`src/design/pidtm_pkg.sv`:
```
// Shared constants, register codes and types of the two-mode PID controller.
`timescale 1ns / 1ps
`default_nettype none

package pidtm_pkg;

   // Default parameter values.
   localparam int SAMPLE_WIDTH_DEF   = 16;
   localparam int GAIN_FRAC_BITS_DEF = 8;

   // Fixed field widths.
   localparam int GAIN_WIDTH      = 16;
   localparam int DEADBAND_WIDTH  = 16;
   localparam int INTEG_WIDTH     = 32;
   localparam int DRIVE_WIDTH     = 16;
   localparam int CSR_INDEX_WIDTH = 3;
   localparam int CSR_DATA_WIDTH  = 32;

   // Register indexes of the configuration port.
   localparam logic [CSR_INDEX_WIDTH-1:0] REG_MODE         = 3'd0;
   localparam logic [CSR_INDEX_WIDTH-1:0] REG_TARGET       = 3'd1;
   localparam logic [CSR_INDEX_WIDTH-1:0] REG_GAIN_P       = 3'd2;
   localparam logic [CSR_INDEX_WIDTH-1:0] REG_GAIN_I       = 3'd3;
   localparam logic [CSR_INDEX_WIDTH-1:0] REG_GAIN_D       = 3'd4;
   localparam logic [CSR_INDEX_WIDTH-1:0] REG_DEADBAND     = 3'd5;
   localparam logic [CSR_INDEX_WIDTH-1:0] REG_INTEGRAL_CAP = 3'd6;
   localparam logic [CSR_INDEX_WIDTH-1:0] REG_OUTPUT_CAP   = 3'd7;

   // Controller forms.
   localparam logic MODE_INCREMENTAL = 1'b0;
   localparam logic MODE_POSITIONAL  = 1'b1;

   // Configuration registers whose widths do not follow the sample width.
   typedef struct packed {
      logic                           mode;
      logic signed [GAIN_WIDTH-1:0]   gain_p;
      logic signed [GAIN_WIDTH-1:0]   gain_i;
      logic signed [GAIN_WIDTH-1:0]   gain_d;
      logic [DEADBAND_WIDTH-1:0]      deadband;
      logic signed [INTEG_WIDTH-1:0]  integral_cap;
      logic [DRIVE_WIDTH-1:0]         output_cap;
   } pidtm_cfg_type;

   // Load enables of the pipeline stages, one per stage register after the input register.
   typedef struct packed {
      logic ld_err;
      logic ld_op;
      logic ld_prod;
      logic ld_sum;
      logic ld_out;
   } pidtm_ctrl_type;

   function automatic int max_int(input int a, input int b);
      return (a > b) ? a : b;
   endfunction

   // Widths of the datapath, all derived from the sample width.
   function automatic int err_width(input int sw);
      return sw + 1;
   endfunction

   function automatic int opp_width(input int sw);
      return sw + 2;
   endfunction

   function automatic int opd_width(input int sw);
      return sw + 3;
   endfunction

   function automatic int opi_width(input int sw);
      return max_int(sw + 1, INTEG_WIDTH);
   endfunction

   function automatic int term_width(input int sw);
      return GAIN_WIDTH + max_int(sw + 3, max_int(sw + 1, INTEG_WIDTH)) + 2;
   endfunction

endpackage

`default_nettype wire

```
`src/design/pid_controller_two_mode.sv`:
```
// Top level of the two-mode PID controller: pipeline control and output stage.
// A sample passes through the input, error, operand, product, sum and output registers in that order.
// Throughput: one sample per cycle while the output is not stalled, through a six-register pipeline.
// The integral and output feedback loops each close inside a single stage.
// Reset is synchronous and active high; it clears the valid bits, the
// configuration registers, the error history, the integral and the output.
`timescale 1ns / 1ps
`default_nettype none

module pid_controller_two_mode import pidtm_pkg::*; #(
   parameter int SAMPLE_WIDTH   = SAMPLE_WIDTH_DEF,
   parameter int GAIN_FRAC_BITS = GAIN_FRAC_BITS_DEF
) (
   input  wire logic                                clock,
   input  wire logic                                reset,
   // Sample channel.
   input  wire logic                                req_tvalid,
   output logic                                     req_tready,
   // Fields from bit 0 up: measured, zero padding to whole bytes.
   input  wire logic [((SAMPLE_WIDTH+7)/8)*8-1:0]   req_tdata,
   // Drive channel.
   output logic                                     rsp_tvalid,
   input  wire logic                                rsp_tready,
   // Fields from bit 0 up: drive.
   output logic [DRIVE_WIDTH-1:0]                   rsp_tdata,
   // Configuration write channel.
   input  wire logic                                csr_valid,
   output logic                                     csr_ready,
   input  wire logic [CSR_INDEX_WIDTH-1:0]          csr_index,
   input  wire logic [CSR_DATA_WIDTH-1:0]           csr_data
);

   localparam int EW  = err_width(SAMPLE_WIDTH);
   localparam int PW  = opp_width(SAMPLE_WIDTH);
   localparam int DW  = opd_width(SAMPLE_WIDTH);
   localparam int IOW = opi_width(SAMPLE_WIDTH);
   localparam int TW  = term_width(SAMPLE_WIDTH);
   localparam int OW  = TW + 1;

   pidtm_cfg_type                  cfg;
   pidtm_ctrl_type                 ctrl;
   logic signed [SAMPLE_WIDTH-1:0] target;

   // One valid bit per stage register, from the input register to the result.
   logic v_in_ff,   v_in_in;
   logic v_err_ff,  v_err_in;
   logic v_op_ff,   v_op_in;
   logic v_prod_ff, v_prod_in;
   logic v_sum_ff,  v_sum_in;
   logic v_out_ff,  v_out_in;

   logic rdy_in, rdy_err, rdy_op, rdy_prod, rdy_sum, rdy_out;

   logic signed [SAMPLE_WIDTH-1:0] meas_ff;
   logic signed [EW-1:0]           err;
   logic signed [PW-1:0]           op_p;
   logic signed [IOW-1:0]          op_i;
   logic signed [DW-1:0]           op_d;
   logic signed [TW-1:0]           sum;

   logic [DRIVE_WIDTH-1:0]         acc_ff, acc_in;
   logic signed [OW-1:0]           out_sum;

   // A stage takes a new transaction when it is empty or its content moves on,
   // so bubbles fill up even while a finished result waits on the output.
   always_comb begin
      rdy_out  = !v_out_ff  || rsp_tready;
      rdy_sum  = !v_sum_ff  || rdy_out;
      rdy_prod = !v_prod_ff || rdy_sum;
      rdy_op   = !v_op_ff   || rdy_prod;
      rdy_err  = !v_err_ff  || rdy_op;
      rdy_in   = !v_in_ff   || rdy_err;

      ctrl.ld_err  = v_in_ff   && rdy_err;
      ctrl.ld_op   = v_err_ff  && rdy_op;
      ctrl.ld_prod = v_op_ff   && rdy_prod;
      ctrl.ld_sum  = v_prod_ff && rdy_sum;
      ctrl.ld_out  = v_sum_ff  && rdy_out;

      v_in_in   = rdy_in   ? req_tvalid : v_in_ff;
      v_err_in  = rdy_err  ? v_in_ff    : v_err_ff;
      v_op_in   = rdy_op   ? v_err_ff   : v_op_ff;
      v_prod_in = rdy_prod ? v_op_ff    : v_prod_ff;
      v_sum_in  = rdy_sum  ? v_prod_ff  : v_sum_ff;
      v_out_in  = rdy_out  ? v_sum_ff   : v_out_ff;
   end

   always_ff @(posedge clock) begin
      if (reset) begin
         v_in_ff   <= 1'b0;
         v_err_ff  <= 1'b0;
         v_op_ff   <= 1'b0;
         v_prod_ff <= 1'b0;
         v_sum_ff  <= 1'b0;
         v_out_ff  <= 1'b0;
      end else begin
         v_in_ff   <= v_in_in;
         v_err_ff  <= v_err_in;
         v_op_ff   <= v_op_in;
         v_prod_ff <= v_prod_in;
         v_sum_ff  <= v_sum_in;
         v_out_ff  <= v_out_in;
      end
   end

   // Input register.
   always_ff @(posedge clock) begin
      if (req_tvalid && rdy_in) begin
         meas_ff <= req_tdata[SAMPLE_WIDTH-1:0];
      end
   end

   pidtm_csr #(
      .SAMPLE_WIDTH(SAMPLE_WIDTH)
   ) u_csr (
      .clock     (clock),
      .reset     (reset),
      .csr_valid (csr_valid),
      .csr_ready (csr_ready),
      .csr_index (csr_index),
      .csr_data  (csr_data),
      .cfg       (cfg),
      .target    (target)
   );

   pidtm_error #(
      .SAMPLE_WIDTH(SAMPLE_WIDTH)
   ) u_error (
      .clock    (clock),
      .ctrl     (ctrl),
      .measured (meas_ff),
      .target   (target),
      .deadband (cfg.deadband),
      .err      (err)
   );

   pidtm_state #(
      .SAMPLE_WIDTH(SAMPLE_WIDTH)
   ) u_state (
      .clock        (clock),
      .reset        (reset),
      .ctrl         (ctrl),
      .mode         (cfg.mode),
      .integral_cap (cfg.integral_cap),
      .err          (err),
      .op_p         (op_p),
      .op_i         (op_i),
      .op_d         (op_d)
   );

   pidtm_terms #(
      .SAMPLE_WIDTH   (SAMPLE_WIDTH),
      .GAIN_FRAC_BITS (GAIN_FRAC_BITS)
   ) u_terms (
      .clock  (clock),
      .ctrl   (ctrl),
      .gain_p (cfg.gain_p),
      .gain_i (cfg.gain_i),
      .gain_d (cfg.gain_d),
      .op_p   (op_p),
      .op_i   (op_i),
      .op_d   (op_d),
      .sum    (sum)
   );

   // Output stage. The incremental form adds the step to the stored output;
   // the positional form uses the sum as it stands. Either way the value is
   // clamped to zero from below and to the output cap from above, and it is
   // kept as the stored output for the next transaction.
   always_comb begin
      if (cfg.mode == MODE_INCREMENTAL) begin
         out_sum = OW'(sum) + OW'(signed'({1'b0, acc_ff}));
      end else begin
         out_sum = OW'(sum);
      end

      if (out_sum < 0) begin
         acc_in = '0;
      end else if (out_sum > OW'(signed'({1'b0, cfg.output_cap}))) begin
         acc_in = cfg.output_cap;
      end else begin
         acc_in = out_sum[DRIVE_WIDTH-1:0];
      end
   end

   always_ff @(posedge clock) begin
      if (reset) begin
         acc_ff <= '0;
      end else if (ctrl.ld_out) begin
         acc_ff <= acc_in;
      end
   end

   assign req_tready = rdy_in;
   assign rsp_tvalid = v_out_ff;
   assign rsp_tdata  = acc_ff;

endmodule

`default_nettype wire

```
`src/design/pidtm_csr.sv`:
```
// Configuration register file of the two-mode PID controller.
`timescale 1ns / 1ps
`default_nettype none

module pidtm_csr import pidtm_pkg::*; #(
   parameter int SAMPLE_WIDTH = SAMPLE_WIDTH_DEF
) (
   input  wire logic                              clock,
   input  wire logic                              reset,
   input  wire logic                              csr_valid,
   output logic                                   csr_ready,
   input  wire logic [CSR_INDEX_WIDTH-1:0]        csr_index,
   input  wire logic [CSR_DATA_WIDTH-1:0]         csr_data,
   output pidtm_cfg_type                          cfg,
   output logic signed [SAMPLE_WIDTH-1:0]         target
);

   pidtm_cfg_type                  cfg_ff, cfg_in;
   logic signed [SAMPLE_WIDTH-1:0] target_ff, target_in;

   assign csr_ready = 1'b1;

   always_comb begin
      cfg_in    = cfg_ff;
      target_in = target_ff;
      if (csr_valid) begin
         case (csr_index)
            REG_MODE:         cfg_in.mode         = csr_data[0];
            REG_TARGET:       target_in           = csr_data[SAMPLE_WIDTH-1:0];
            REG_GAIN_P:       cfg_in.gain_p       = csr_data[GAIN_WIDTH-1:0];
            REG_GAIN_I:       cfg_in.gain_i       = csr_data[GAIN_WIDTH-1:0];
            REG_GAIN_D:       cfg_in.gain_d       = csr_data[GAIN_WIDTH-1:0];
            REG_DEADBAND:     cfg_in.deadband     = csr_data[DEADBAND_WIDTH-1:0];
            REG_INTEGRAL_CAP: cfg_in.integral_cap = csr_data[INTEG_WIDTH-1:0];
            REG_OUTPUT_CAP:   cfg_in.output_cap   = csr_data[DRIVE_WIDTH-1:0];
            default: ;
         endcase
      end
   end

   always_ff @(posedge clock) begin
      if (reset) begin
         cfg_ff    <= '0;
         target_ff <= '0;
      end else begin
         cfg_ff    <= cfg_in;
         target_ff <= target_in;
      end
   end

   assign cfg    = cfg_ff;
   assign target = target_ff;

endmodule

`default_nettype wire

```
`src/design/pidtm_error.sv`:
```
// Error stage: set point minus sample, with the deadband applied.
`timescale 1ns / 1ps
`default_nettype none

module pidtm_error import pidtm_pkg::*; #(
   parameter int SAMPLE_WIDTH = SAMPLE_WIDTH_DEF
) (
   input  wire logic                                        clock,
   input  wire pidtm_ctrl_type                              ctrl,
   input  wire logic signed [SAMPLE_WIDTH-1:0]              measured,
   input  wire logic signed [SAMPLE_WIDTH-1:0]              target,
   input  wire logic [DEADBAND_WIDTH-1:0]                   deadband,
   output logic signed [err_width(SAMPLE_WIDTH)-1:0]        err
);

   localparam int EW = err_width(SAMPLE_WIDTH);
   localparam int CW = max_int(EW, DEADBAND_WIDTH);

   logic signed [EW-1:0] diff;
   logic [EW-1:0]        mag;
   logic signed [EW-1:0] err_ff, err_in;

   always_comb begin
      diff   = EW'(target) - EW'(measured);
      mag    = diff[EW-1] ? unsigned'(-diff) : unsigned'(diff);
      // Small errors inside the deadband do not move the controller.
      err_in = (CW'(mag) < CW'(deadband)) ? '0 : diff;
   end

   always_ff @(posedge clock) begin
      if (ctrl.ld_err) begin
         err_ff <= err_in;
      end
   end

   assign err = err_ff;

endmodule

`default_nettype wire

```
`src/design/pidtm_state.sv`:
```
// History stage: error history, integral sum and the three gain operands.
`timescale 1ns / 1ps
`default_nettype none

module pidtm_state import pidtm_pkg::*; #(
   parameter int SAMPLE_WIDTH = SAMPLE_WIDTH_DEF
) (
   input  wire logic                                        clock,
   input  wire logic                                        reset,
   input  wire pidtm_ctrl_type                              ctrl,
   input  wire logic                                        mode,
   input  wire logic signed [INTEG_WIDTH-1:0]               integral_cap,
   input  wire logic signed [err_width(SAMPLE_WIDTH)-1:0]   err,
   output logic signed [opp_width(SAMPLE_WIDTH)-1:0]        op_p,
   output logic signed [opi_width(SAMPLE_WIDTH)-1:0]        op_i,
   output logic signed [opd_width(SAMPLE_WIDTH)-1:0]        op_d
);

   localparam int EW   = err_width(SAMPLE_WIDTH);
   localparam int PW   = opp_width(SAMPLE_WIDTH);
   localparam int DW   = opd_width(SAMPLE_WIDTH);
   localparam int IOW  = opi_width(SAMPLE_WIDTH);
   localparam int SUMW = max_int(EW, INTEG_WIDTH) + 1;

   localparam logic signed [INTEG_WIDTH-1:0] INT_MAX = {1'b0, {(INTEG_WIDTH-1){1'b1}}};
   localparam logic signed [INTEG_WIDTH-1:0] INT_MIN = {1'b1, {(INTEG_WIDTH-1){1'b0}}};

   logic signed [EW-1:0]          now_ff, now_in;
   logic signed [EW-1:0]          prev_ff, prev_in;
   logic signed [INTEG_WIDTH-1:0] integ_ff, integ_in;
   logic signed [PW-1:0]          op_p_ff, op_p_in;
   logic signed [IOW-1:0]         op_i_ff, op_i_in;
   logic signed [DW-1:0]          op_d_ff, op_d_in;

   logic signed [PW-1:0]          diff1;
   logic signed [DW-1:0]          diff2;
   logic signed [SUMW-1:0]        acc;
   logic signed [INTEG_WIDTH-1:0] acc_sat;
   logic signed [INTEG_WIDTH-1:0] acc_cap;

   always_comb begin
      diff1 = PW'(err) - PW'(now_ff);
      // Second difference: new error minus twice the last one plus the one before.
      diff2 = DW'(err) - (DW'(now_ff) <<< 1) + DW'(prev_ff);

      acc = SUMW'(integ_ff) + SUMW'(err);
      if (acc > SUMW'(INT_MAX)) begin
         acc_sat = INT_MAX;
      end else if (acc < SUMW'(INT_MIN)) begin
         acc_sat = INT_MIN;
      end else begin
         acc_sat = acc[INTEG_WIDTH-1:0];
      end
      acc_cap = (acc_sat > integral_cap) ? integral_cap : acc_sat;

      now_in = err;
      if (mode == MODE_POSITIONAL) begin
         prev_in  = now_ff;
         integ_in = acc_cap;
         op_p_in  = PW'(err);
         op_i_in  = IOW'(acc_cap);
         op_d_in  = DW'(diff1);
      end else begin
         prev_in  = now_ff;
         integ_in = integ_ff;
         op_p_in  = diff1;
         op_i_in  = IOW'(err);
         op_d_in  = diff2;
      end
   end

   always_ff @(posedge clock) begin
      if (reset) begin
         now_ff   <= '0;
         prev_ff  <= '0;
         integ_ff <= '0;
      end else if (ctrl.ld_op) begin
         now_ff   <= now_in;
         prev_ff  <= prev_in;
         integ_ff <= integ_in;
      end
   end

   always_ff @(posedge clock) begin
      if (ctrl.ld_op) begin
         op_p_ff <= op_p_in;
         op_i_ff <= op_i_in;
         op_d_ff <= op_d_in;
      end
   end

   assign op_p = op_p_ff;
   assign op_i = op_i_ff;
   assign op_d = op_d_ff;

endmodule

`default_nettype wire

```
`src/design/pidtm_terms.sv`:
```
// Product and sum stages: three products with the Q8.8 gains, then their sum floored to whole units.
`timescale 1ns / 1ps
`default_nettype none

module pidtm_terms import pidtm_pkg::*; #(
   parameter int SAMPLE_WIDTH   = SAMPLE_WIDTH_DEF,
   parameter int GAIN_FRAC_BITS = GAIN_FRAC_BITS_DEF
) (
   input  wire logic                                        clock,
   input  wire pidtm_ctrl_type                              ctrl,
   input  wire logic signed [GAIN_WIDTH-1:0]                gain_p,
   input  wire logic signed [GAIN_WIDTH-1:0]                gain_i,
   input  wire logic signed [GAIN_WIDTH-1:0]                gain_d,
   input  wire logic signed [opp_width(SAMPLE_WIDTH)-1:0]   op_p,
   input  wire logic signed [opi_width(SAMPLE_WIDTH)-1:0]   op_i,
   input  wire logic signed [opd_width(SAMPLE_WIDTH)-1:0]   op_d,
   output logic signed [term_width(SAMPLE_WIDTH)-1:0]       sum
);

   localparam int PW  = opp_width(SAMPLE_WIDTH);
   localparam int DW  = opd_width(SAMPLE_WIDTH);
   localparam int IOW = opi_width(SAMPLE_WIDTH);
   localparam int TW  = term_width(SAMPLE_WIDTH);

   logic signed [GAIN_WIDTH+PW-1:0]  prod_p_ff, prod_p_in;
   logic signed [GAIN_WIDTH+IOW-1:0] prod_i_ff, prod_i_in;
   logic signed [GAIN_WIDTH+DW-1:0]  prod_d_ff, prod_d_in;
   logic signed [TW-1:0]             sum_full;
   logic signed [TW-1:0]             sum_ff, sum_in;

   always_comb begin
      prod_p_in = (GAIN_WIDTH+PW)'(gain_p) * (GAIN_WIDTH+PW)'(op_p);
      prod_i_in = (GAIN_WIDTH+IOW)'(gain_i) * (GAIN_WIDTH+IOW)'(op_i);
      prod_d_in = (GAIN_WIDTH+DW)'(gain_d) * (GAIN_WIDTH+DW)'(op_d);
   end

   always_ff @(posedge clock) begin
      if (ctrl.ld_prod) begin
         prod_p_ff <= prod_p_in;
         prod_i_ff <= prod_i_in;
         prod_d_ff <= prod_d_in;
      end
   end

   always_comb begin
      sum_full = TW'(prod_p_ff) + TW'(prod_i_ff) + TW'(prod_d_ff);
      // An arithmetic shift rounds toward minus infinity.
      sum_in   = sum_full >>> GAIN_FRAC_BITS;
   end

   always_ff @(posedge clock) begin
      if (ctrl.ld_sum) begin
         sum_ff <= sum_in;
      end
   end

   assign sum = sum_ff;

endmodule

`default_nettype wire

```
`config.mk`:
```
export PLATFORM = sky130hd
export DESIGN_NAME = pid_controller_two_mode
export DESIGN_NICKNAME = d
export VERILOG_FILES = /design/src/design/pidtm_pkg.sv /design/src/design/pid_controller_two_mode.sv /design/src/design/pidtm_csr.sv /design/src/design/pidtm_error.sv /design/src/design/pidtm_state.sv /design/src/design/pidtm_terms.sv
export SDC_FILE = /design/constraint.sdc
export NUM_CORES = 2
export LEC_CHECK = 0
export BUFFER_PORTS_ARGS = -buffer_cell sky130_fd_sc_hd__buf_4
export CORE_AREA = 2 2 347 349
export CTS_CLUSTER_DIAMETER = 200
export DETAILED_ROUTE_END_ITERATION = 10
export DIE_AREA = 0 0 349 351
export PLACE_DENSITY_LB_ADDON = 0.25
export SLEW_MARGIN = 20
export SYNTH_ARGS = -nofsm -noshare
export SYNTH_HDL_FRONTEND = slang
export SYNTH_HIERARCHICAL = 1
export SYNTH_SLANG_ARGS = --single-unit
```
`constraint.sdc`:
```
create_clock -name clock -period 15.5 [get_ports clock]
set_clock_uncertainty 0.2 [all_clocks]
set_input_delay 0.775 -clock clock [delete_from_list [all_inputs] [get_ports clock]]
set_output_delay 0.775 -clock clock [all_outputs]
set_load 0.05 [all_outputs]
```
[Word-level counts from Yosys, hierarchy flattened]
Index checks and enable logic that the tools add are counted.
Word-level totals
  flip-flop bits (word level): 478
  bits of input ports: 56
  output and inout bits: 19
  logic and storage cells: 90
Cells by class
  add/subtract/negate cells: 9
  $mul: 3
  magnitude comparators: 6
  eq/ne operators: 7
  mux-type cells: 10
  reduce and logical (&&, ||, !) cells: 28
Operator list (count)
  $mux 32: 4
  $gt 51x17->1: 1
  $lt 51x1->1 const B: 1
  $mux 51: 1
  $add 49x35->50: 1
  $add 34x48->49: 1
  $mul 16x32->48: 1
  $add 42x17->43: 1
  $mul 16x19->35: 1
  $mul 16x18->34: 1
  $add 32x17->33: 1
  $gt 33x32->1 const B: 1
  $lt 33x32->1 const B: 1
  $gt 32x32->1: 1
  $mux 16: 2
  $add 19x17->19: 1
  $mux 19: 1
  $sub 17x18->19: 1
  $mux 18: 1
  $reduce_and 2->1: 9
  $sub 17x17->18: 1
  $lt 17x16->1: 1
  $mux 17: 1
  $neg 17->17: 1
  other kinds (8): 27

[Depth between registers and ports, before layout]
  word-level depth: 8
  depth in mapped cells: 26
  gate-level depth less buffers: 24

[Hierarchy]
Netlist, hierarchy kept.
Modules (own cells, without submodules)
  pidtm_terms: instances 1, cells an instance 5018, area an instance 47757.1 um2, seq. area each 4774.6 um2
  pidtm_state: instances 1, cells an instance 1272, area an instance 10930.5 um2, seq. area each 3393.3 um2
  pidtm_csr: instances 1, cells an instance 468, area an instance 5330.1 um2, seq. area each 2582.5 um2
  pid_controller_two_mode: instances 1, cells an instance 552, area an instance 4305.4 um2, seq. area each 920.9 um2
  pidtm_error: instances 1, cells an instance 275, area an instance 2274.7 um2, seq. area each 510.5 um2

[Worst setup path before layout]
No wires, ideal clock.
  path type: input-to-reg
  start: in rsp_tready
  end: reg u_terms.prod_d_ff[0] (enable)
  setup time: 0.772 ns
  arrival time: 9.482 ns
  data required time: 14.528 ns
  path slack: 5.046 ns
  cell stages on the path: 3
  path buffers: 0
  cell sequence: nor2b_1 -> and2_1 -> a21boi_0
RTL lines
  from (decl): line pid_controller_two_mode.sv:23  | input wire logic rsp_tready,
  to (signal assigned): line pidtm_terms.sv:41  | prod_d_ff <= prod_d_in;
  to (decl): line pidtm_terms.sv:27  | logic signed [GAIN_WIDTH+DW-1:0] prod_d_ff, prod_d_in;

[Final worst setup path]
  start: reg u_error.err_ff[16], in the netlist u_error/err[16]
  end: reg u_state.integ_ff[3]
On the way
  word-level cells in the longest chain between the ends: 6
  elaborated cells between the ends (all ways): 7
  those cells by class: add/sub: 1; order compare: 3; mux: 3
RTL lines
  from (decl): line pidtm_error.sv:21  | logic signed [EW-1:0] err_ff, err_in;
  from (signal assigned): line pidtm_error.sv:32  | err_ff <= err_in;
  $add 32x17->33 (*): line pidtm_state.sv:46  | acc = SUMW'(integ_ff) + SUMW'(err);
  $lt 33x32->1: line pidtm_state.sv:49  | end else if (acc < SUMW'(INT_MIN)) begin
  $mux 32: line pidtm_state.sv:49
  $mux 32 (*): line pidtm_state.sv:47  | if (acc > SUMW'(INT_MAX)) begin
  $gt 32x32->1: line pidtm_state.sv:54  | acc_cap = (acc_sat > integral_cap) ? integral_cap : acc_sat;
  $mux 32 (*): line pidtm_state.sv:54
  to (signal assigned): line pidtm_state.sv:80  | integ_ff <= integ_in;
  to (decl): line pidtm_state.sv:30  | logic signed [INTEG_WIDTH-1:0] integ_ff, integ_in;
Mark *: on every way between the ends. The rest lies on a longest branch, timed or not.
A chain may end at the register's enable or synchronous reset.

==> metrics.txt <==
Die ar.=about 120000 um^2; R2R depth=21; Tcrit/Tclk final=55.30%; Setup Buffers After CTS=0; Net count, final=a little over 9000; hold_ws=80.19 ps; Final Util=62.27%; Pint=2780 uW; WHS Path Cells=1; Post-synth ARST share=0%; max_slew headroom=roughly 15%; grt total ovfl=0; final setup fails=0; M3 GR Usage=5.901%; Highest Clock Rate=0.1167 GHz; synthesized area=70600 um^2; RD Place Congestion=~0.96; Max H-tree Level=2; pwr/cell area=57.98 nW/um^2; Post-Syn Instances=7585; r2r endpoint=u_state/integ_ff[3]$_SDFFE_PP0P_; share of the synthesized area in the top cell type=32.55%; Min Clock Period, post-route=8572 ps; CP max FO=33; effective utilization at floorplan=roughly three fifths; met1 GRT Util=42.01%; CTS max path bufs=3; crit-path cells=ha_1 > a21o_1 > a221o_1 > a21o_1 > a211oi_2 > mux2_2 > o21ai_4 > inv_4 > o21ai_2 > buf_4 > a41oi_1 > inv_1 > ha_1 > nand4_1 > or4_1 > a32oi_1 > mux2i_4 > buf_4 > o31ai_4 > nor2_1 > a211oi_1; register area share after synthesis=17.26%; Post-DP HPWL=148300 um; Die Span Y=351 um; commonest non-fill, non-tap cell in the layout=inv_1; switching power=1517 uW; Buf+Inv Stages, Crit Path=4; Flop pwr share=35.4%; CTS resizes=0; Routed WL=192000 um; Syn. warnings=6; Setup CP Type=flip-flop to flip-flop; routed vias=53210; CP arrival=8850 ps; first-pass GRT wire length=305100 um; commonest non-fill, non-tap cells in the layout=inv_1, fa_1, nand2_1; Worst VDD drop=0.08575 mV; status=completed; CTS root buffer=clkbuf_16; maxcap violations=0; switching part of the total=35.29%; Hold-fix buffers, CTS=0; DR vias/cell=5.869; site row count=roughly 130; critical path required time=15780 ps; violation count after the first detailed-route iteration=4400; Syn Nets=between 9000 and 10000; Routed wire per std cell=21.18 um; antenna viol nets, final=0; CTS buffer count=59; combinational power share=30.5%; Stages on worst setup path=21; Hold EP=meas_ff[4]$_DFFE_PP_; clock sinks=~480; initial antenna violation count=9; hold_sp=req_tdata[4]; synthesis-stage register bit count=478; clock share of power=roughly 34%; vias in the first global route=~56000; core area=between 100000 and 150000 um^2; Yosys cell types=132; RSZ-0062 raised after global routing=false; main flop type after synthesis=edfxtp_1; Worst path slowest cell=edfxtp_1; setup TNS=0 ps; crit end category=flip-flop; Overall Global Routing Usage=32.05%; Crit path largest cell delay=between 900 and 1000 ps; Hold Fails Final Rpt=0; CP Launch Type=flip-flop; Post-synth EDFFs=261; Clk Latency, worst-skew pair=690 ps; met2 GRT Util=51.04%; CP delay by family, top=compound AO/OA/AOI/OAI gates; Lkg Pwr=between 0.03 and 0.04 uW; hold crit path type=primary input to flip-flop; IO Pins=75; Die Wd=349 um; Synth area leaders=fa_1, edfxtp_1, ha_1; Slew Limit Fails=0; synth-to-layout area growth=4.982%; Slew @ Worst Pin=between 1000 and 1500 ps; GR peak layer=met2; reg2reg setup slack=6930 ps; largest net degree at the start of global routing=91; share of cells above drive strength 1=4.618%; first-pass iteration count of the detailed router=10; area leader, netlist=fa_1; Avg Cell Area, Syn=between 9 and 10 um^2; DRC viols=0; CTS tree=built; Critical R2R Launch=u_error/err[16]$_SDFFCE_PN0P_; CTS clock-pin slew for the worst setup and hold paths=roughly 60 ps; PortBufs=73
## power by group through the flow
stage	Combinational (uW)	Sequential, uW	Clock (uW)
2_1_floorplan	954	1470	0
6_report	1310	1520	1460
5_1_grt	1460	1530	1530
4_1_cts	1290	1520	1490
3_5_place_dp	1280	1540	0
3_3_place_gp	1250	1540	0
## metal layers
| layer | routed length, um | vias to the layer above |
|---|---|---|
| met4 | 11320 | 12 |
| li1 | - | 23870 |
| met5 | 77 | - |
| met2 | 87540 | 2187 |
| met3 | 15430 | 495 |
| met1 | 77610 | 26650 |
## worst max-delay path by stage
stage,start,to,slack (ps)
3_3_place_gp,u_error/err[16]$_SDFFCE_PN0P_,u_state/integ_ff[22]$_SDFFE_PP0P_,7440
2_1_floorplan,rsp_tready,u_terms/prod_d_ff[0]$_DFFE_PP_,5050
3_5_place_dp,u_error/err[16]$_SDFFCE_PN0P_,u_state/integ_ff[28]$_SDFFE_PP0P_,7270
5_1_grt,u_error/err[16]$_SDFFCE_PN0P_,u_state/integ_ff[8]$_SDFFE_PP0P_,6570
4_1_cts,u_error/err[16]$_SDFFCE_PN0P_,u_state/integ_ff[3]$_SDFFE_PP0P_,7170
6_report,u_error/err[16]$_SDFFCE_PN0P_,u_state/integ_ff[3]$_SDFFE_PP0P_,6930
## cells in the mapped netlist, drive strengths merged (45+ instances only)
master,n
nor2,288
fa,1148
nand4,63
and2,435
nand3,97
o21ai,203
edfxtp,261
nor3,53
a211oi,52
and3,45
nand2b,218
ha,499
dfxtp,217
a21oi,283
xor2,76
nand2,847
mux2i,185
inv,1469
buf,68
xnor2,174
clkbuf,241
a21o,128
## worst register-to-register path, cell delays in order, from the launching register on
cell and delay, ps:
edfxtp_1 980, ha_1 550, a21o_1 250, a221o_1 360
a21o_1 200, a211oi_2 370, mux2_2 270, o21ai_4 130
inv_4 170, o21ai_2 240, buf_4 350, a41oi_1 410
inv_1 80, ha_1 300, nand4_1 110, or4_1 580
a32oi_1 330, mux2i_4 730, buf_4 490, o31ai_4 290
nor2_1 810, a211oi_1 200
## state kept, by name (all words and copies together), names as in the netlist, 16 cells and up
name,count
u_csr/cfg,113
meas_ff,16
rsp_tdata,16
u_error/err,17
u_state/op_p,18
u_state/op_d,19
u_state/prev_ff,17
u_state/op_i,32
u_terms/prod_d_ff,35
u_terms/prod_i_ff,48
u_state/integ_ff,32
u_terms/prod_p_ff,34
u_state/now_ff,17
u_csr/target,16
u_terms/sum,42
## per-stage QoR
stage	area [um^2]	cells	power, uW	setup WS [ps]
floorplan	70600	7585	2427	5046
global placement	72010	8949	2796	7440
detailed placement	72020	8949	2828	7266
CTS	74050	9059	4298	7174
global route	74110	9062	4518	6574
finish	74110	9065	4297	6928
## final cells by class
type,instances,area (um^2)
tap,1548,1937
multi-input combinational,5329,51440
inverter,1469,5517
antenna,3,7.507
clock buffer,76,1582
fill,9966,44900
sequential,478,12190
clock inverter,34,450.4
timing repair buffer,128,999.7
## cell families (layout without fill, tap and decap cells)
| logic type | count (synthesis) | count (layout) | synth area share (%) |
|---|---|---|---|
| compound gates | 1023 | 1023 | 9.799 |
| mux | 191 | 191 | 2.724 |
| flops | 478 | 478 | 17.26 |
| fa+ha+maj | 1652 | 1652 | 41.47 |
| other cells | 1 | 4 | 0.005312 |
| buf+inv | 1778 | 1707 | 9.967 |
| simple gates | 2212 | 2212 | 15.67 |
| xor+xnor | 250 | 250 | 3.112 |
Power figures use the tool's default switching activity.
